$ cat config.mk
export PLATFORM = sky130hd
export DESIGN_NAME = clock_nru_page_replacement
export DESIGN_NICKNAME = d
export VERILOG_FILES = /design/src/rtl/cnpr_pkg.sv /design/src/rtl/cnpr_ram.sv /design/src/rtl/cnpr_ctrl.sv /design/src/rtl/cnpr_dpath.sv /design/src/rtl/clock_nru_page_replacement.sv
export SDC_FILE = /design/constraint.sdc
export NUM_CORES = 1
export LEC_CHECK = 0
export BUFFER_PORTS_ARGS = -buffer_cell sky130_fd_sc_hd__buf_2
export CELL_PAD_IN_SITES_DETAIL_PLACEMENT = 1
export CELL_PAD_IN_SITES_GLOBAL_PLACEMENT = 1
export CORE_ASPECT_RATIO = 1.4
export CORE_MARGIN = 5
export CORE_UTILIZATION = 52
export DETAILED_ROUTE_END_ITERATION = 10
export PLACE_DENSITY_LB_ADDON = 0.1
export SYNTH_ARGS = -nofsm -noshare
export SYNTH_HDL_FRONTEND = slang
export SYNTH_SLANG_ARGS = --single-unit
$ cat constraint.sdc
create_clock -name clk -period 8.52 [get_ports clk]
set_clock_uncertainty 0.15 [all_clocks]
set_input_delay 0.852 -clock clk [delete_from_list [all_inputs] [get_ports clk]]
set_output_delay 0.852 -clock clk [all_outputs]
set_load 0.02 [all_outputs]
$ cat src/rtl/cnpr_pkg.sv
package cnpr_pkg;

    localparam int FRAME_FIELD_W = 6;
    localparam int COUNT_W       = 32;

    typedef enum logic [1:0] {
        OP_HIT   = 2'd0,
        OP_FAULT = 2'd1,
        OP_CLOCK = 2'd2,
        OP_NRU   = 2'd3
    } opcode_t;

    typedef enum logic [2:0] {
        ST_CLEAR,
        ST_IDLE,
        ST_HIT,
        ST_SWEEP,
        ST_NRU,
        ST_FINISH
    } state_t;

    typedef struct packed {
        logic capture;
        logic clear_wr;
        logic hit_wr;
        logic sweep_step;
        logic nru_step;
        logic finish;
    } cmd_t;

    typedef struct packed {
        logic rd_ref;
        logic rd_mod;
        logic cur_last;
        logic out_busy;
    } status_t;

endpackage

$ cat src/rtl/cnpr_ram.sv
module cnpr_ram #(
    parameter int WIDTH = 2,
    parameter int DEPTH = 64
) (
    input  logic                     clk,
    input  logic                     we,
    input  logic [$clog2(DEPTH)-1:0] waddr,
    input  logic [WIDTH-1:0]         wdata,
    input  logic [$clog2(DEPTH)-1:0] raddr,
    output logic [WIDTH-1:0]         rdata
);

    logic [WIDTH-1:0] mem [DEPTH];

    always_ff @(posedge clk)
    begin
        if (we)
        begin
            mem[waddr] <= wdata;
        end
        rdata <= mem[raddr];
    end

endmodule

$ cat src/rtl/cnpr_ctrl.sv
module cnpr_ctrl import cnpr_pkg::*; (
    input  logic        clk,
    input  logic        rst_n,
    input  logic        in_valid,
    output logic        in_stall,
    input  logic [1:0]  opcode,
    input  status_t     status,
    output cmd_t        cmd
);

    state_t state_reg;
    state_t state_next;

    always_ff @(posedge clk or negedge rst_n)
    begin
        if (!rst_n)
        begin
            state_reg <= ST_CLEAR;
        end
        else
        begin
            state_reg <= state_next;
        end
    end

    always_comb
    begin
        state_next = state_reg;
        cmd        = '0;
        in_stall   = 1'b1;
        case (state_reg)
            ST_CLEAR:
            begin
                cmd.clear_wr = 1'b1;
                if (status.cur_last)
                begin
                    state_next = ST_IDLE;
                end
            end
            ST_IDLE:
            begin
                in_stall = 1'b0;
                if (in_valid)
                begin
                    cmd.capture = 1'b1;
                    case (opcode)
                        OP_HIT:  state_next = ST_HIT;
                        OP_NRU:  state_next = ST_NRU;
                        default: state_next = ST_SWEEP;
                    endcase
                end
            end
            ST_HIT:
            begin
                cmd.hit_wr = 1'b1;
                state_next = ST_FINISH;
            end
            ST_SWEEP:
            begin
                cmd.sweep_step = 1'b1;
                if (!status.rd_ref)
                begin
                    state_next = ST_FINISH;
                end
            end
            ST_NRU:
            begin
                cmd.nru_step = 1'b1;
                if ((!status.rd_ref && !status.rd_mod) || status.cur_last)
                begin
                    state_next = ST_FINISH;
                end
            end
            ST_FINISH:
            begin
                if (!status.out_busy)
                begin
                    cmd.finish = 1'b1;
                    state_next = ST_IDLE;
                end
            end
            default:
            begin
                state_next = ST_IDLE;
            end
        endcase
    end

endmodule

$ cat src/rtl/cnpr_dpath.sv
module cnpr_dpath import cnpr_pkg::*; #(
    parameter int FRAME_COUNT = 64
) (
    input  logic                     clk,
    input  logic                     rst_n,
    input  cmd_t                     cmd,
    output status_t                  status,
    input  logic [1:0]               opcode,
    input  logic [FRAME_FIELD_W-1:0] frame,
    input  logic                     is_write,
    output logic                     out_valid,
    input  logic                     out_stall,
    output logic [FRAME_FIELD_W-1:0] victim_frame,
    output logic                     victim_found,
    output logic [COUNT_W-1:0]       reference_count,
    output logic [COUNT_W-1:0]       replacement_count,
    output logic [COUNT_W-1:0]       fault_count
);

    localparam int            FW   = $clog2(FRAME_COUNT);
    localparam logic [FW-1:0] LAST = FW'(FRAME_COUNT - 1);

    function automatic logic [COUNT_W-1:0] sat_inc(input logic [COUNT_W-1:0] v);
        return (v == '1) ? v : v + COUNT_W'(1);
    endfunction

    logic [1:0]               op_reg;
    logic [FW-1:0]            hit_addr_reg;
    logic                     hit_ok_reg;
    logic                     wr_reg;
    logic [FW-1:0]            cur_reg;
    logic [FW-1:0]            cur_next;
    logic [FW-1:0]            victim_reg;
    logic [FW-1:0]            victim_next;
    logic                     found_reg;
    logic                     found_next;
    logic [FW-1:0]            alt_reg;
    logic [FW-1:0]            alt_next;
    logic                     alt_found_reg;
    logic                     alt_found_next;
    logic [FW-1:0]            hand_reg;
    logic [FW-1:0]            hand_next;
    logic [COUNT_W-1:0]       ref_cnt_reg;
    logic [COUNT_W-1:0]       ref_cnt_next;
    logic [COUNT_W-1:0]       rep_cnt_reg;
    logic [COUNT_W-1:0]       rep_cnt_next;
    logic [COUNT_W-1:0]       flt_cnt_reg;
    logic [COUNT_W-1:0]       flt_cnt_next;
    logic                     out_valid_reg;
    logic [FRAME_FIELD_W-1:0] out_victim_reg;
    logic                     out_found_reg;
    logic [COUNT_W-1:0]       out_ref_reg;
    logic [COUNT_W-1:0]       out_rep_reg;
    logic [COUNT_W-1:0]       out_flt_reg;

    logic                     frame_ok;
    logic [FW+5:0]            frame_ext;
    logic [FW-1:0]            frame_addr;
    logic [FW-1:0]            cur_inc;
    logic [FW-1:0]            victim_inc;
    logic [FW+5:0]            victim_ext;
    logic                     op_clock;
    logic                     op_ref;
    logic                     rd_ref;
    logic                     rd_mod;
    logic [1:0]               rdata;
    logic [FW-1:0]            raddr;
    logic                     we;
    logic [FW-1:0]            waddr;
    logic [1:0]               wdata;

    assign frame_ok   = (32'(frame) < FRAME_COUNT);
    assign frame_ext  = {{FW{1'b0}}, frame};
    assign frame_addr = frame_ok ? frame_ext[FW-1:0] : '0;
    assign cur_inc    = (cur_reg == LAST) ? '0 : cur_reg + FW'(1);
    assign victim_inc = (victim_reg == LAST) ? '0 : victim_reg + FW'(1);
    assign victim_ext = {6'b0, victim_reg};
    assign op_clock   = op_reg inside {OP_FAULT, OP_CLOCK};
    assign op_ref     = op_reg inside {OP_HIT, OP_FAULT};
    assign rd_ref     = rdata[1];
    assign rd_mod     = rdata[0];

    assign status.rd_ref   = rd_ref;
    assign status.rd_mod   = rd_mod;
    assign status.cur_last = (cur_reg == LAST);
    assign status.out_busy = out_valid_reg && out_stall;

    always_comb
    begin
        if (cmd.capture)
        begin
            case (opcode)
                OP_HIT:   raddr = frame_addr;
                OP_FAULT: raddr = hand_reg;
                OP_CLOCK: raddr = hand_reg;
                default:  raddr = '0;
            endcase
        end
        else
        begin
            raddr = cur_inc;
        end
    end

    always_comb
    begin
        we    = 1'b0;
        waddr = cur_reg;
        wdata = 2'b00;
        if (cmd.clear_wr)
        begin
            we = 1'b1;
        end
        else if (cmd.hit_wr)
        begin
            we    = hit_ok_reg;
            waddr = hit_addr_reg;
            wdata = {1'b1, rd_mod | wr_reg};
        end
        else if (cmd.sweep_step)
        begin
            we    = rd_ref;
            wdata = {1'b0, rd_mod};
        end
        else if (cmd.finish)
        begin
            we    = found_reg;
            waddr = victim_reg;
        end
    end

    always_comb
    begin
        cur_next       = cur_reg;
        victim_next    = victim_reg;
        found_next     = found_reg;
        alt_next       = alt_reg;
        alt_found_next = alt_found_reg;
        hand_next      = hand_reg;
        ref_cnt_next   = ref_cnt_reg;
        rep_cnt_next   = rep_cnt_reg;
        flt_cnt_next   = flt_cnt_reg;
        if (cmd.capture)
        begin
            cur_next       = raddr;
            victim_next    = '0;
            found_next     = 1'b0;
            alt_found_next = 1'b0;
        end
        if (cmd.clear_wr)
        begin
            cur_next = cur_inc;
        end
        if (cmd.sweep_step)
        begin
            cur_next = cur_inc;
            if (!rd_ref)
            begin
                victim_next = cur_reg;
                found_next  = 1'b1;
            end
        end
        if (cmd.nru_step)
        begin
            cur_next = cur_inc;
            if (!rd_ref && !rd_mod)
            begin
                victim_next = cur_reg;
                found_next  = 1'b1;
            end
            else
            begin
                if (!rd_ref && !alt_found_reg)
                begin
                    alt_next       = cur_reg;
                    alt_found_next = 1'b1;
                end
                if (cur_reg == LAST)
                begin
                    victim_next = (!rd_ref && !alt_found_reg) ? cur_reg : alt_reg;
                    found_next  = !rd_ref || alt_found_reg;
                end
            end
        end
        if (cmd.finish)
        begin
            if (op_clock)
            begin
                hand_next = victim_inc;
            end
            if (op_ref)
            begin
                ref_cnt_next = sat_inc(ref_cnt_reg);
            end
            if (op_reg == OP_FAULT)
            begin
                flt_cnt_next = sat_inc(flt_cnt_reg);
            end
            if (found_reg)
            begin
                rep_cnt_next = sat_inc(rep_cnt_reg);
            end
        end
    end

    always_ff @(posedge clk or negedge rst_n)
    begin
        if (!rst_n)
        begin
            cur_reg       <= '0;
            hand_reg      <= '0;
            ref_cnt_reg   <= '0;
            rep_cnt_reg   <= '0;
            flt_cnt_reg   <= '0;
            out_valid_reg <= 1'b0;
        end
        else
        begin
            cur_reg     <= cur_next;
            hand_reg    <= hand_next;
            ref_cnt_reg <= ref_cnt_next;
            rep_cnt_reg <= rep_cnt_next;
            flt_cnt_reg <= flt_cnt_next;
            if (cmd.finish)
            begin
                out_valid_reg <= 1'b1;
            end
            else if (!out_stall)
            begin
                out_valid_reg <= 1'b0;
            end
        end
    end

    always_ff @(posedge clk)
    begin
        victim_reg    <= victim_next;
        found_reg     <= found_next;
        alt_reg       <= alt_next;
        alt_found_reg <= alt_found_next;
        if (cmd.capture)
        begin
            op_reg       <= opcode;
            hit_addr_reg <= frame_addr;
            hit_ok_reg   <= frame_ok;
            wr_reg       <= is_write;
        end
        if (cmd.finish)
        begin
            out_victim_reg <= found_reg ? victim_ext[FRAME_FIELD_W-1:0] : '0;
            out_found_reg  <= found_reg;
            out_ref_reg    <= ref_cnt_next;
            out_rep_reg    <= rep_cnt_next;
            out_flt_reg    <= flt_cnt_next;
        end
    end

    cnpr_ram #(
        .WIDTH (2),
        .DEPTH (FRAME_COUNT)
    ) u_bits_ram (
        .clk   (clk),
        .we    (we),
        .waddr (waddr),
        .wdata (wdata),
        .raddr (raddr),
        .rdata (rdata)
    );

    assign out_valid         = out_valid_reg;
    assign victim_frame      = out_victim_reg;
    assign victim_found      = out_found_reg;
    assign reference_count   = out_ref_reg;
    assign replacement_count = out_rep_reg;
    assign fault_count       = out_flt_reg;

    a_finish_out_free: assert property (@(posedge clk) disable iff (!rst_n)
        cmd.finish |-> !(out_valid_reg && out_stall))
        else $error("result loaded while output item is stalled");

    a_faults_le_refs: assert property (@(posedge clk) disable iff (!rst_n)
        flt_cnt_reg <= ref_cnt_reg)
        else $error("fault count exceeds reference count");

    a_ref_monotonic: assert property (@(posedge clk) disable iff (!rst_n)
        $past(rst_n) |-> ref_cnt_reg >= $past(ref_cnt_reg))
        else $error("reference count decreased");

    a_sweep_stop_found: assert property (@(posedge clk) disable iff (!rst_n)
        (cmd.sweep_step && !rd_ref) |=> found_reg)
        else $error("clock sweep stopped without a victim");

endmodule

$ cat src/rtl/clock_nru_page_replacement.sv
// Channel  Handshake            Payload
// -------  -------------------  ---------------------------------------------------
// input    in_valid / in_stall  opcode, frame, is_write
// output   out_valid/out_stall  victim_frame, victim_found, reference_count,
//                               replacement_count, fault_count
//
// One item at a time. A hit passes through the HIT and FINISH states before its
// result is registered. A clock sweep visits one frame per cycle through the bit
// RAM read port. An NRU scan reads one frame per cycle from frame 0. After reset a
// clearing pass over all FRAME_COUNT frames zeroes the bit RAM while in_stall
// stays high. A stalled result is held in the output register; the next item is
// accepted meanwhile and waits at its end for the slot.
module clock_nru_page_replacement import cnpr_pkg::*; #(
    parameter int FRAME_COUNT = 64
) (
    input  logic                     clk,
    input  logic                     rst_n,
    input  logic                     in_valid,
    output logic                     in_stall,
    input  logic [1:0]               opcode,
    input  logic [FRAME_FIELD_W-1:0] frame,
    input  logic                     is_write,
    output logic                     out_valid,
    input  logic                     out_stall,
    output logic [FRAME_FIELD_W-1:0] victim_frame,
    output logic                     victim_found,
    output logic [COUNT_W-1:0]       reference_count,
    output logic [COUNT_W-1:0]       replacement_count,
    output logic [COUNT_W-1:0]       fault_count
);

    cmd_t    cmd;
    status_t status;

    cnpr_ctrl u_ctrl (
        .clk      (clk),
        .rst_n    (rst_n),
        .in_valid (in_valid),
        .in_stall (in_stall),
        .opcode   (opcode),
        .status   (status),
        .cmd      (cmd)
    );

    cnpr_dpath #(
        .FRAME_COUNT (FRAME_COUNT)
    ) u_dpath (
        .clk               (clk),
        .rst_n             (rst_n),
        .cmd               (cmd),
        .status            (status),
        .opcode            (opcode),
        .frame             (frame),
        .is_write          (is_write),
        .out_valid         (out_valid),
        .out_stall         (out_stall),
        .victim_frame      (victim_frame),
        .victim_found      (victim_found),
        .reference_count   (reference_count),
        .replacement_count (replacement_count),
        .fault_count       (fault_count)
    );

endmodule

Yosys cells after proc, flatten, opt, wreduce, memory -nomap -nowiden

Memory sizes are Yosys's and may differ from the RTL's. A register that Yosys moved wholly into a read port is not among the register bits.
Cells that the tools add are included.

Input bits: 13
Output and inout bits: 105
Bits in latches: 0
Register bits after elaboration: 238
Bits in writable memories: 128
Bits in read-only memories: 0
Memories kept: 1

Reduce and logical (&&, ||, !) cells: 18
Add/subtract/negate cells: 5
Multiply operators: 0
Order comparisons: 0
Equality and inequality tests: 21
Shift operators: 0
Div/mod/pow operators: 0
Multiplexer cells: 65
Bitwise gates (word level): 2

Memory list:

| memory                 | words | bits a word | rd ports | clocked after memory_dff | wr ports | line           | source |
|---|---|---|---|---|---|---|---|
| u_dpath.u_bits_ram.mem | 64    | 2           | 1        | 1                        | 1        | cnpr_ram.sv:13 | `logic [WIDTH-1:0] mem [DEPTH];` |

Operators by type and width:

| operator                | number |
|---|---|
| $mux W32                | 9 |
| $mux W6                 | 18 |
| $add A32 B1 Y32 const B | 3 |
| $eq A32 B32 Y1 const B  | 3 |
| $mux W1                 | 28 |
| $pmux W3 S6             | 1 |
| $mux W3                 | 5 |
| $add A6 B1 Y6 const B   | 2 |
| $eq A6 B6 Y1 const B    | 2 |
| $pmux W6 S2             | 1 |
| $eq A2 B2 Y1 const B    | 3 |
| $eq A3 B2 Y1 const B    | 2 |
| $eq A3 B3 Y1 const B    | 2 |
| $ne A2 B1 Y1 const B    | 3 |
| $ne A2 B2 Y1 const B    | 3 |
| $pmux W3 S2             | 1 |
| $reduce_and A5 Y1       | 1 |
| $eq A2 B1 Y1 const B    | 2 |
| $logic_not A2 Y1        | 2 |
| $mux W2                 | 2 |
| $reduce_and A2 Y1       | 2 |
| $reduce_bool A2 Y1      | 2 |
| $reduce_bool A4 Y1      | 1 |
| $eq A3 B1 Y1 const B    | 1 |
| 7 further kinds         | 12 |

Longest topological paths before layout

Word-level depth: 9
Gate-level depth with buffers: 12
Gate-level depth less buffers: 10

Hierarchy

Synthesis repeated with hierarchy kept, for this count alone.

Cell total of the unflattened synthesis: 1,117
Area, all modules: 15,451.1 um2

By module, submodules not included:

| module     | cells each | sequential area each (um2) | area an instance (um2) | times used |
|---|---|---|---|---|
| cnpr_dpath | 762        | 6,431.2                    | 9,760.6                | 1 |
| cnpr_ram   | 324        | 3,883.7                    | 5,397.7                | 1 |
| cnpr_ctrl  | 31         | 75.1                       | 292.8                  | 1 |

Worst setup path before layout

Ideal clock, no wire load.

Path kind: input port to flip-flop
Start: input out_stall
End: register u_dpath.out_rep_reg[22], in the netlist u_dpath.replacement_count[22] (data pin)
Arrival time: 3.415 ns
Setup time: 0.263 ns
Buffers on the path: 1
Path slack: 4.692 ns
Stages on the path: 10
Path through: nand2_1 > nand3_1 > inv_1 > buf_4 > nand2_1 > a21oi_1 > nand2_1 > nor3_1 > nand4_1 > xnor2_1

RTL lines:

| item                 | line                             | source |
|---|---|---|
| from (decl)          | clock_nru_page_replacement.sv:24 | `input logic out_stall,` |
| to (signal assigned) | cnpr_dpath.sv:253                | `out_rep_reg <= rep_cnt_next;` |
| to (decl)            | cnpr_dpath.sv:53                 | `logic [COUNT_W-1:0] out_rep_reg;` |

Worst setup path in the final report

Start: register u_ctrl.state_reg[0]
End: register u_dpath.out_rep_reg[26], in the netlist u_dpath.replacement_count[26] (data pin)

Cells in the longest elaborated chain, start to end: 3

RTL lines:

| item                         | line              | source |
|---|---|---|
| from (decl)                  | cnpr_ctrl.sv:11   | `state_t state_reg;` |
| from (signal assigned)       | cnpr_ctrl.sv:22   | `state_reg <= state_next;` |
| $eq A3 B3 Y1                 | cnpr_ctrl.sv:31   | `case (state_reg)` |
| $mux W1                      | cnpr_ctrl.sv:31   |  |
| $mux W32                     | cnpr_dpath.sv:185 | `if (cmd.finish)` |
| net u_dpath.rep_cnt_next[26] | cnpr_dpath.sv:46  | `logic [COUNT_W-1:0] rep_cnt_next;` |

The timed path passes the listed nets, and every way through them passes these cells.
A chain may end at the register's enable or synchronous reset.

==> summary.md <==
| Metric | Value |
|---|---|
| Die Height | `211.4 um` |
| Placeable Area | `28500 um2` |
| FFs w/ async S/R, synth | `30.43%` |
| Filler Cell Count | `2858` |
| Final setup vio count | `0` |
| Via/cell ratio | `5.709` |
| Relative slew slack | `26.32%` |
| Port buffer count | `117` |
| Reg clk slew, reported paths | `0.06 ns` |
| Max_cap viols | `0` |
| CP endpoint kind | `flip-flop` |
| Synthesized area | `15060 um2` |
| Setup ws final | `3.872 ns` |
| CP Class | `reg -> reg` |
| Clock root buffer | `clkbuf_16` |
| First-pass iteration count of the detailed router | `4` |
| Largest net degree at the start of global routing | `73` |
| Syn Area/Cell | `13.28 um2` |
| H-Tree Depth | `2` |
| Syn Nets | `1157` |
| Pleak | `0.006739 uW` |
| Post-DP HPWL | `24.78 mm` |
| CP required | `8.63 ns` |
| Startpoint types | `flip-flop` |
| Vias in the first global route | `10300` |
| Dominant synthesized flop cell | `edfxtp_1` |
| Net count, final | `1281` |
| Final critical-path share of the clock period | `54.55%` |
| Pwr Total | `5580 uW` |
| Actual slew at the worst max-slew pin | `1.097 ns` |
| Min cycle time layout | `4.648 ns` |
| CTS sink count | `368` |
| Die Wd | `153.8 um` |
| CP max FO | `69` |
| CP peak stage delay | `0.87 ns` |
| Top reg by flops | `u_dpath.u_bits_ram.mem` |
| Worst-Skew Late Latency | `0.52 ns` |
| DRT iter0 DRCs | `460` |
| DRT antenna net count | `0` |
| Proportion of layout cells with a drive suffix above 1 | `15.58%` |
| Core Rows | `73` |
| Arr. time, crit path | `4.76 ns` |
| Slowest-stage cell, CP | `nor3_1` |
| Critical Path, Cell by Cell | `and2b_1 -> nand3_1 -> inv_4 -> nand2_1 -> a21oi_1 -> nand2_1 -> nor3_1 -> nand4_1 -> xnor2_1` |
| ANT cells | `0` |
| Worst r2r src | `u_ctrl.state_reg[0]` |
| Maximum operating frequency | `215.2 MHz` |
| GRT Total Usage | `21.88%` |
| Drt total wl | `35.88 mm` |
| Post-CTS setup buffer count | `0` |
| Netlist cell types | `59` |
| Run status | `completed` |
| Hold Fails Final Rpt | `0` |
| Worst Setup SP | `u_ctrl.state_reg[0]` |
| CTS tree | `done` |
| Routed len/inst | `21.63 um` |
| DRC violations left | `0` |
| First-pass GRT wire length | `56.00 mm` |
| Vias | `9471` |
| Max FFs per register | `128` |
| I/O pins | `118` |
| Hold_buf cts | `0` |
| Die area | `32520 um2` |
| Clock buffer depth | `3` |
| GRT overflow | `0` |
| Hold WC Path Type | `in -> async` |
| Final cell utilization of the core | `59.98%` |
| Most frequent cell on the critical path | `nand2_1` |
| PwrDens | `326.4 nW/um2` |
| Place WS | `3.731 ns` |
| Post-synthesis sequential area ratio | `68.98%` |
| Initial antenna violation count | `0` |
| Unrepaired setup endpoints after global routing | `false` |
| Number of synthesized flops with an enable pin | `246` |
| Max-slew violation count | `0` |
| Sum of negative setup slack | `0 ns` |
| Initial core utilization | `52.85%` |
| Area grow syn2layout | `13.49%` |
| Global placer's final weighted congestion | `0.8421` |
| Synthesized flop and latch total | `368` |
| VDD IR max | `0.0002025 V` |
| Warnings from Yosys | `0` |
| Cts bufs inserted | `35` |
| Cells after Synth | `1134` |
| Post-Place Cell Area | `16000 um2` |
| Cts repair resizes | `0` |
| Final instance area | `17090 um2` |
-- cell type report --
class / instances / area, um2 / area share (%)
clock buffer: 45 / 975.9 / 5.709
tap: 375 / 469.2 / 2.745
multi-input combinational: 715 / 4446 / 26.01
inverter: 14 / 55.05 / 0.3221
timing repair buffer: 124 / 640.6 / 3.748
clock inverter: 18 / 117.6 / 0.6880
sequential: 368 / 10390 / 60.78
-- metal layers --
layer  GRT usage [%]  wire length, um  vias up  share of wire, %
met1           24.15            13400     4777                37
met5               0                0        -                 0
li1                -                -     4410                 -
met4           8.897             1462        0               4.1
met2           41.66            19540      206                54
met3           3.517             1475       78               4.1
-- worst max-delay path, delay by kind of cell (launching register included) --
family                    cells  cell delay, ns
xor gates and xnor gates      1            0.20
and+or+nand+nor               6            2.12
buffers and inverters         1            0.73
AOI/OAI and AO/OA             1            0.47
DFF                           1            0.68
-- worst paths after layout --
check / slack [ns] / endpoint / cells after the start
max in group asynchronous: 6.66 / u_dpath.rep_cnt_reg[26] / 2
worst min-delay path: 0.19 / u_dpath.ref_cnt_reg[13] / 1
min in group clk: 0.34 / u_dpath.flt_cnt_reg[27] / 1
worst max-delay path: 3.87 / u_dpath.replacement_count[26] / 9
worst min register to register: 0.34 / u_dpath.flt_cnt_reg[27] / 1
worst max register to register: 3.87 / u_dpath.replacement_count[26] / 9
-- layout by cell type, fill, tap and decap left out, types with 6 or more instances in the layout --
cell,instances
clkinv_2,9
mux2i_1,48
and2_1,13
xor2_1,25
xnor2_1,73
a21oi_1,35
nor2b_1,6
nor4_1,22
o21ai_0,21
dfxtp_1,10
inv_1,12
o22ai_1,36
buf_2,116
buf_4,8
dfrtp_1,112
nand4_1,23
nor2_1,107
clkbuf_16,37
nand3_1,59
ha_1,10
nand2_1,120
and3_1,21
mux2_2,12
nor3_1,14
edfxtp_1,246
and4_1,12
clkbuf_1,6
nand2b_1,6
-- cells in the mapped netlist (all sizes together), types with 2 or more instances --
master	number	share of area, %
xnor2	73	4.2
o22a	2	0.12
nand2b	6	0.25
a21o	3	0.15
dfrtp	112	19
o211ai	2	0.10
a211oi	2	0.10
a31oi	2	0.12
mux2	12	0.90
and4	12	0.70
or2	2	0.083
a22o	5	0.29
and3	21	0.87
dfxtp	10	1.3
o22ai	36	1.5
a22oi	5	0.25
o32a	3	0.20
nand3	59	2.0
clkbuf	22	0.55
buf	15	0.71
nand2	120	3.0
nor2b	6	0.25
nor2	109	2.7
a21oi	35	1.2
nand4	23	0.96
edfxtp	246	49
and2	14	0.58
nor3	14	0.47
nor4	23	1.0
ha	10	0.83
o21a	2	0.10
o21ai	21	0.70
mux2i	48	3.2
or3	3	0.16
a211o	2	0.12
xor2	25	1.5
inv	14	0.35
-- metrics by stage --
stage | std cells | hold WS, ns
floorplan | 1134 | 0.2967
global placement | 1596 | 0.3243
detailed placement | 1596 | 0.3246
CTS | 1659 | 0.1998
global route | 1659 | 0.2141
finish | 1659 | 0.1879
-- kinds of logic after synthesis --
kind of cell	share of synthesized area [%]
adder cells (fa/ha/maj)	0.8307
buffers and inverters	1.612
multiplexers	4.087
AND/OR/NAND/NOR	13.30
flip-flops	68.98
XOR/XNOR	5.699
AO/OA/AOI/OAI	5.491
-- power breakdown --
part	leakage, uW	switching, uW	internal, uW
clock network	0.000539	644	842
registers	0.00397	187	2230
logic	0.00224	1160	516
(Power assumes the default switching activity.)
